**src/rtl/spq_pkg.sv**
```systemverilog
// Shared types and constants for the sorted priority queue.
// No dependencies; imported by all design and verification files.
`default_nettype none
package spq_pkg;

  localparam int DEPTH_DEF          = 16;
  localparam int ITEM_WIDTH_DEF     = 32;
  localparam int PRIORITY_WIDTH_DEF = 8;

  // count and capacity fields are five bits wide
  localparam int CNT_W = 5;
  localparam logic [CNT_W-1:0] CAPACITY_RESET = 5'd16;

  typedef enum logic [1:0] {
    MODE_ENQ = 2'd0,
    MODE_DEQ = 2'd1,
    MODE_CLR = 2'd2,
    MODE_NOP = 2'd3
  } mode_t;

  typedef enum logic [1:0] {
    STAT_OK    = 2'd0,
    STAT_EMPTY = 2'd1,
    STAT_FULL  = 2'd2
  } status_t;

  // per-cycle command broadcast to every cell
  typedef struct packed {
    logic enq;  // insert the new entry, shift larger ones toward the tail
    logic deq;  // shift every entry one place toward the head
  } cell_ctl_t;

endpackage
`default_nettype wire

```
**src/rtl/spq_cell.sv**
```systemverilog
// One slot of the sorted chain: holds an entry and swaps data with its neighbors.
// Depends on spq_pkg.
`default_nettype none
module spq_cell #(
  parameter int ITEM_WIDTH     = 32,
  parameter int PRIORITY_WIDTH = 8
) (
  input  wire                       clk,
  input  spq_pkg::cell_ctl_t        ctl,
  input  wire                       occ,
  input  wire                       left_occ,
  input  wire                       left_gt,
  input  wire  [ITEM_WIDTH-1:0]     left_item,
  input  wire  [PRIORITY_WIDTH-1:0] left_prio,
  input  wire  [ITEM_WIDTH-1:0]     right_item,
  input  wire  [PRIORITY_WIDTH-1:0] right_prio,
  input  wire  [ITEM_WIDTH-1:0]     new_item,
  input  wire  [PRIORITY_WIDTH-1:0] new_prio,
  output logic [ITEM_WIDTH-1:0]     item,
  output logic [PRIORITY_WIDTH-1:0] prio,
  output logic                      gt
);
  import spq_pkg::*;

  // strictly larger: equal priorities keep arrival order
  assign gt = occ && (prio > new_prio);

  always_ff @(posedge clk) begin
    if (ctl.enq) begin
      if (left_gt) begin
        item <= left_item;
        prio <= left_prio;
      end else if (gt || (!occ && left_occ)) begin
        item <= new_item;
        prio <= new_prio;
      end
    end else if (ctl.deq) begin
      item <= right_item;
      prio <= right_prio;
    end
  end

endmodule
`default_nettype wire

```
**src/rtl/sorted_priority_queue_top.sv**
```systemverilog
// Top level of the sorted priority queue: cell chain, count, result register.
// Depends on spq_pkg and spq_cell.
`default_nettype none
// Channel  Handshake              Payload
// in       in_valid / in_ready    mode, item, priority_req
// res      res_valid / res_ready  out_item, out_valid, status, head_item,
//                                 head_priority, count, empty_res, full_res
// cfg      cfg_valid / cfg_ready  cfg_data (capacity)
//
// One operation per cycle unless the result stalls: every cell compares against
// the new priority at once and all shift together, and the result is registered
// on the input transfer. A result register parts the two sides; a new input is
// taken while the result is taken in the same cycle. Synchronous reset empties the
// queue and sets capacity to 16. A stalled result holds input off.
module sorted_priority_queue_top #(
  parameter int DEPTH          = spq_pkg::DEPTH_DEF,
  parameter int ITEM_WIDTH     = spq_pkg::ITEM_WIDTH_DEF,
  parameter int PRIORITY_WIDTH = spq_pkg::PRIORITY_WIDTH_DEF
) (
  input  wire                        clk,
  input  wire                        rst,
  input  wire                        in_valid,
  output logic                       in_ready,
  input  wire  [1:0]                 mode,
  input  wire  [ITEM_WIDTH-1:0]      item,
  input  wire  [PRIORITY_WIDTH-1:0]  priority_req,
  output logic                       res_valid,
  input  wire                        res_ready,
  output logic [ITEM_WIDTH-1:0]      out_item,
  output logic                       out_valid,
  output logic [1:0]                 status,
  output logic [ITEM_WIDTH-1:0]      head_item,
  output logic [PRIORITY_WIDTH-1:0]  head_priority,
  output logic [spq_pkg::CNT_W-1:0]  count,
  output logic                       empty_res,
  output logic                       full_res,
  input  wire                        cfg_valid,
  output logic                       cfg_ready,
  input  wire  [spq_pkg::CNT_W-1:0]  cfg_data
);
  import spq_pkg::*;

  logic [CNT_W-1:0] capacity;
  logic [CNT_W-1:0] cap_eff;
  logic [CNT_W-1:0] count_next;
  logic             accept;
  mode_t            op;
  logic             enq_ok;
  logic             deq_ok;
  status_t          status_next;
  cell_ctl_t        ctl;

  logic [ITEM_WIDTH-1:0]     cell_item [DEPTH];
  logic [PRIORITY_WIDTH-1:0] cell_prio [DEPTH];
  logic [DEPTH-1:0]          cell_gt;
  logic [DEPTH-1:0]          cell_occ;

  assign cfg_ready = 1'b1;
  assign in_ready  = !res_valid || res_ready;
  assign accept    = in_valid && in_ready;
  assign op        = mode_t'(mode);

  // clamp capacity to the chain length
  assign cap_eff = ({27'd0, capacity} > 32'(DEPTH)) ? CNT_W'(DEPTH) : capacity;

  always_ff @(posedge clk) begin
    if (rst) begin
      capacity <= CAPACITY_RESET;
    end else if (cfg_valid && cfg_ready) begin
      capacity <= cfg_data;
    end
  end

  // decode the operation; refuse enqueue at or above capacity
  always_comb begin
    enq_ok      = 1'b0;
    deq_ok      = 1'b0;
    status_next = STAT_OK;
    count_next  = count;
    case (op)
      MODE_ENQ: begin
        if (count >= cap_eff) begin
          status_next = STAT_FULL;
        end else begin
          enq_ok     = 1'b1;
          count_next = count + 1'b1;
        end
      end
      MODE_DEQ: begin
        if (count == '0) begin
          status_next = STAT_EMPTY;
        end else begin
          deq_ok     = 1'b1;
          count_next = count - 1'b1;
        end
      end
      MODE_CLR: count_next = '0;
      default:  count_next = count;
    endcase
  end

  assign ctl.enq = accept && enq_ok;
  assign ctl.deq = accept && deq_ok;

  // cell chain: occupancy follows from the count
  for (genvar i = 0; i < DEPTH; i++) begin : g_cell
    logic                      l_occ;
    logic                      l_gt;
    logic [ITEM_WIDTH-1:0]     l_item;
    logic [PRIORITY_WIDTH-1:0] l_prio;
    logic [ITEM_WIDTH-1:0]     r_item;
    logic [PRIORITY_WIDTH-1:0] r_prio;

    assign cell_occ[i] = {27'd0, count} > 32'(i);

    if (i == 0) begin : g_head
      assign l_occ  = 1'b1;
      assign l_gt   = 1'b0;
      assign l_item = item;
      assign l_prio = priority_req;
    end else begin : g_body
      assign l_occ  = cell_occ[i-1];
      assign l_gt   = cell_gt[i-1];
      assign l_item = cell_item[i-1];
      assign l_prio = cell_prio[i-1];
    end

    if (i == DEPTH - 1) begin : g_tail
      assign r_item = '0;
      assign r_prio = '0;
    end else begin : g_mid
      assign r_item = cell_item[i+1];
      assign r_prio = cell_prio[i+1];
    end

    spq_cell #(
      .ITEM_WIDTH     (ITEM_WIDTH),
      .PRIORITY_WIDTH (PRIORITY_WIDTH)
    ) u_cell (
      .clk        (clk),
      .ctl        (ctl),
      .occ        (cell_occ[i]),
      .left_occ   (l_occ),
      .left_gt    (l_gt),
      .left_item  (l_item),
      .left_prio  (l_prio),
      .right_item (r_item),
      .right_prio (r_prio),
      .new_item   (item),
      .new_prio   (priority_req),
      .item       (cell_item[i]),
      .prio       (cell_prio[i]),
      .gt         (cell_gt[i])
    );
  end

  // count and result flags advance with each input transfer
  always_ff @(posedge clk) begin
    if (rst) begin
      count     <= '0;
      res_valid <= 1'b0;
      out_valid <= 1'b0;
      status    <= STAT_OK;
      empty_res <= 1'b1;
      full_res  <= 1'b0;
    end else begin
      if (accept) begin
        count     <= count_next;
        res_valid <= 1'b1;
        out_valid <= deq_ok;
        status    <= status_next;
        empty_res <= (count_next == '0);
        full_res  <= (count_next >= cap_eff);
      end else if (res_ready) begin
        res_valid <= 1'b0;
      end
    end
  end

  // dequeued payload: the head before the shift
  always_ff @(posedge clk) begin
    if (accept) begin
      out_item <= deq_ok ? cell_item[0] : '0;
    end
  end

  // cells only move on a transfer, so the head always matches the held result
  assign head_item     = (count != '0) ? cell_item[0] : '0;
  assign head_priority = (count != '0) ? cell_prio[0] : '0;

endmodule
`default_nettype wire

```
**config.mk**
```make
export PLATFORM = sky130hd
export DESIGN_NAME = sorted_priority_queue_top
export DESIGN_NICKNAME = d
export VERILOG_FILES = /design/src/rtl/spq_pkg.sv /design/src/rtl/spq_cell.sv /design/src/rtl/sorted_priority_queue_top.sv
export SDC_FILE = /design/constraint.sdc
export NUM_CORES = 2
export LEC_CHECK = 0
export ABC_CLOCK_PERIOD_IN_PS = 9700
export BUFFER_PORTS_ARGS = -buffer_cell sky130_fd_sc_hd__buf_2
export CORE_MARGIN = 1
export CORE_UTILIZATION = 65
export CTS_BUF_LIST = sky130_fd_sc_hd__clkbuf_16
export DETAILED_ROUTE_END_ITERATION = 12
export PLACE_DENSITY = 0.89
export SYNTH_ARGS = -nofsm -noshare
export SYNTH_HDL_FRONTEND = slang
export SYNTH_HIERARCHICAL = 1
export SYNTH_SLANG_ARGS = --single-unit
```
**constraint.sdc**
```tcl
create_clock -name clk -period 9.7 [get_ports clk]
set_input_delay 1.94 -clock clk [delete_from_list [all_inputs] [get_ports clk]]
set_output_delay 1.94 -clock clk [all_outputs]
set_load 0.01 [all_outputs]
```
# --- Yosys cells after proc, flatten, opt, wreduce, memory -nomap -nowiden ---
# Cells that the tools add are included.
totals:
  register_bits: 688
  output_inout_bits: 85
  word_cells: 326
op_classes:
  addsub: 2
  n_lt_le_gt_ge: 35
  eq_ne: 18
  n_mux: 141
  reduce_logical: 90
op_table:
  columns: ["op", "count"]
  rows:
  - ["2-to-1 mux 32 bit", 64]
  - ["2-to-1 mux 8 bit", 64]
  - ["> comparator 8 bit", 16]
  - ["!= test 3 x 1 -> 1 bit (second input constant)", 15]
  - ["> comparator 5 x 4 -> 1 bit (second input constant)", 8]
  - ["logical AND 1 bit", 34]
  - ["AND reduction 2 bit", 16]
  - ["> comparator 5 x 3 -> 1 bit (second input constant)", 4]
  - ["logical NOT 1 bit", 17]
  - ["logical OR 1 bit", 17]
  - ["2-to-1 mux 5 bit", 3]
  - ["case mux 5 bit (3 select lines)", 1]
  - ["greater-or-equal comparator 5 bit", 2]
  - ["> comparator 5 x 1 -> 1 bit (second input constant)", 2]
  - ["> comparator 5 x 2 -> 1 bit (second input constant)", 2]
  - ["logical NOT 5 bit", 2]
  - ["2-to-1 mux 1 bit", 7]
  - ["adder 5 x 1 -> 5 bit (second input constant)", 1]
  - ["> comparator 5 bit (second input constant)", 1]
  - ["nonzero test 5 bit", 1]
  - ["subtractor 5 x 1 -> 5 bit (second input constant)", 1]
  - ["case mux 2 bit (2 select lines)", 1]
  - ["nonzero test 2 bit", 2]
  - ["equality test 2 x 1 -> 1 bit (second input constant)", 1]
  - ["other kinds (4)", 4]

# --- Longest topological paths before layout ---
depth:
  depth_word: 8
  mapped_depth: 15

# --- Modules after synthesis ---
# Netlist, hierarchy kept.
modules_own_cells:
  columns: ["mod", "n_inst", "cells_per_inst", "area_per_inst_um2", "seq_area_each_um2"]
  rows:
  - ["spq_cell", 16, 207, 2321.0, 1201.2]
  - ["sorted_priority_queue_top", 1, 295, 2791.4, 1281.2]

# --- Least setup slack after synthesis ---
# OpenSTA, ideal clock, no wires.
synth_timing:
  path_type: "input -> register"
  startpoint: "in res_ready"
  endpoint: "reg g_cell[14].u_cell.item[0] (enable)"
  arrival_ns: 5.954
  setup_slack_ns: 3.295
  cell_stages: 8
  cell_sequence: "nand2b_1 -> nand2_1 -> clkinv_1 -> and3_1 -> buf_2 -> nand3b_1 -> o22ai_1 -> a21oi_1"
synth_lines:
  columns: ["element", "line_no", "text"]
  rows:
  - ["start: declaration", "sorted_priority_queue_top.sv:28", "input wire res_ready,"]
  - ["end signal: assignment", "spq_cell.sv:31", "item <= left_item;"]
  - ["end signal: assignment", "spq_cell.sv:34", "item <= new_item;"]
  - ["end signal: assignment", "spq_cell.sv:38", "item <= right_item;"]
  - ["end: declaration", "spq_cell.sv:19", "output logic [ITEM_WIDTH-1:0] item,"]

==> results.json <==
{
  "clk_latency_ns": 0.63,
  "crit_buf_inv": 3,
  "hold_viol": 0,
  "critPathLaunchType": "flop",
  "fillers": 3937,
  "die_h_um": 249.8,
  "cts_tree": "done",
  "io_pins": 137,
  "io_buffers": 135,
  "core_region_area_um2": 60470,
  "syn_inst": 3605,
  "drt_iter0_markers": 3025,
  "area_delta_synth_final_pct": 6.260,
  "drv_slew": 0,
  "routed_wl_um": 86600,
  "globalRoute.totalOverflow": 0,
  "period_needed_ns": 5.158,
  "fin_nets": 3845,
  "r2r_end": "g_cell[1].u_cell/item[10]",
  "power.total_mw": 7.363,
  "fin_hold_ws_ns": 0.4730,
  "grt_pass1_wl_um": 140300,
  "ys_warn_count": 6,
  "routedWlPerCell_um": 19.29,
  "r2r-start": "count[0]",
  "place.gp.congestion": 0.8781,
  "slowest_stage": "and3_4",
  "place_ws_ns": 4.032,
  "drc": 0,
  "clock_sinks": 688,
  "r2r_cells": 10,
  "grt_usage_pct": 27.54,
  "final_layout_size_suffix_gt1_share_pct": 8.453,
  "holdBufCountCts": 0,
  "grt_pass1_vias": 26830,
  "numCtsBuffers": 69,
  "setup_viol": 0,
  "post_cts_resized": 0,
  "dieArea_um2": 62410,
  "hpwl_um": 56460,
  "end_kind": "flop",
  "grt_max_degree": 271,
  "setup_ws_ns": 4.542,
  "start_util_pct": 66.01,
  "post-cts-setup-buffers": 0,
  "crit_path_max_fanout": 270,
  "vias": 27570,
  "fmax_ghz": 0.1939,
  "detail-route-antenna-nets": 0,
  "finalCritPeriodShare_pct": 53.17,
  "grt_antenna_before_repair": 5,
  "post-route-util_pct": 70.14,
  "cap_violations": 0,
  "h-tree-depth": 3,
  "skew_ns": 0.03377,
  "outcome": "finished clean",
  "crit_family": "buffers and inverters",
  "vias_per_cell": 6.142,
  "min_path_cells": 2,
  "fp.dieW_um": 249.8,
  "cts_buffer_depth": 3,
  "worstHoldEndpoint": "status[1]",
  "critical_path_required_ns": 10.15,
  "syn_area_per_cell_um2": 11.07,
  "slew_headroom_pct": 23.36,
  "core.rowCount": 90,
  "clk_pin_slew_ns": 0.06,
  "crit_chain": "inv_1 > ha_1 > nor2b_1 > o21ai_1 > a21oi_1 > and3_4 > buf_12 > buf_12 > nor2_1 > a21oi_1",
  "cp.arrival_ns": 5.61,
  "hold_start": "status[1]",
  "synthesis.area_um2": 39920,
  "max_stage_delay_ns": 0.80,
  "rsz0062_at_grt": "false",
  "ir_drop_v": 0.0001111,
  "drtPass1Iterations": 6,
  "p_leak_nw": 15.42,
  "pwr_density_cell_nw_per_um2": 173.6,
  "crit_type": "reg2reg",
  "root_buffer": "clkbuf_16",
  "tightest_slew_ns": 1.150,
  "ff2ff_setup_slack_ns": 4.54,
  "setup_tns_ns": 0,
  "hold_path.class": "reg2reg"
}
-- worst max path at each step --
stage | startpoint | to | slack [ns] | cells after the start
after floorplan | res_ready | g_cell[15].u_cell/item[0] | 3.29 | 8
after global placement | priority_req[6] | g_cell[14].u_cell/item[7] | 4.12 | 12
after detailed placement | priority_req[1] | g_cell[14].u_cell/item[5] | 4.03 | 12
after CTS | priority_req[1] | g_cell[14].u_cell/item[19] | 4.64 | 12
after global routing | count[0] | g_cell[2].u_cell/item[28] | 4.28 | 10
final | count[0] | g_cell[1].u_cell/item[10] | 4.54 | 10
-- layer usage --
metal | up-vias | routed length (µm) | track usage (%)
li1 | 13190 | - | -
met1 | 12920 | 35830 | 37.86
met2 | 1307 | 41560 | 45.54
met3 | 148 | 7614 | 4.151
met4 | 2 | 1581 | 7.795
met5 | - | 12 | 0
-- tightest hold or removal path, delay by kind of cell, from the launching register on --
kind | cells | cell delay, ns
flops | 1 | 0.31
simple gates | 1 | 0.06
compound gates | 1 | 0.06
-- power breakdown --
part           switching [mW]  internal, mW
registers               0.107          3.51
logic                   0.715         0.412
clock network            1.16          1.46
total                    1.98          5.38
-- layout by cell type, fill, tap and decap left out, types with 17 or more instances in the layout --
| cell type | count |
|---|---|
| and2_1 | 72 |
| clkinv_2 | 19 |
| nand3b_1 | 17 |
| inv_1 | 148 |
| buf_4 | 35 |
| edfxtp_1 | 672 |
| nand2_1 | 23 |
| buf_2 | 135 |
| nor2b_1 | 20 |
| ha_1 | 142 |
| o21a_1 | 17 |
| a21o_1 | 19 |
| nand3_1 | 23 |
| nor3_1 | 20 |
| mux2i_1 | 644 |
| nand2b_1 | 22 |
| clkbuf_16 | 70 |
| a21oi_1 | 686 |
| conb_1 | 43 |
| a21boi_0 | 17 |
| o211ai_1 | 19 |
| nand4_1 | 32 |
| nor2_1 | 670 |
-- state kept, by name (all words and copies together) (netlist names) --
register            cells
g_cell.u_cell/item    512
g_cell.u_cell/prio    128
out_item               32
capacity                5
count                   5
status                  2
empty_res               1
full_res                1
out_valid               1
res_valid               1
-- final cells by class --
cell class                 count  area [µm²]  share of cell area, %
antenna                        4       10.01                0.02360
clock buffer                  70        1752                  4.130
clock inverter                53       431.7                  1.018
inverter                     142       533.0                  1.257
multi-input combinational   2575       17170                  40.49
sequential                   688       20500                  48.33
tap                          782       978.4                  2.307
timing repair buffer         175        1039                  2.448
-- metrics by stage --
stage                     cell area (µm²)  instances
after global routing                42410       4489
after detailed placement            40220       4362
final                               42410       4489
after global placement              40220       4362
after CTS                           42400       4485
after floorplan                     40070       3646
Power figures use the tool's default switching activity.
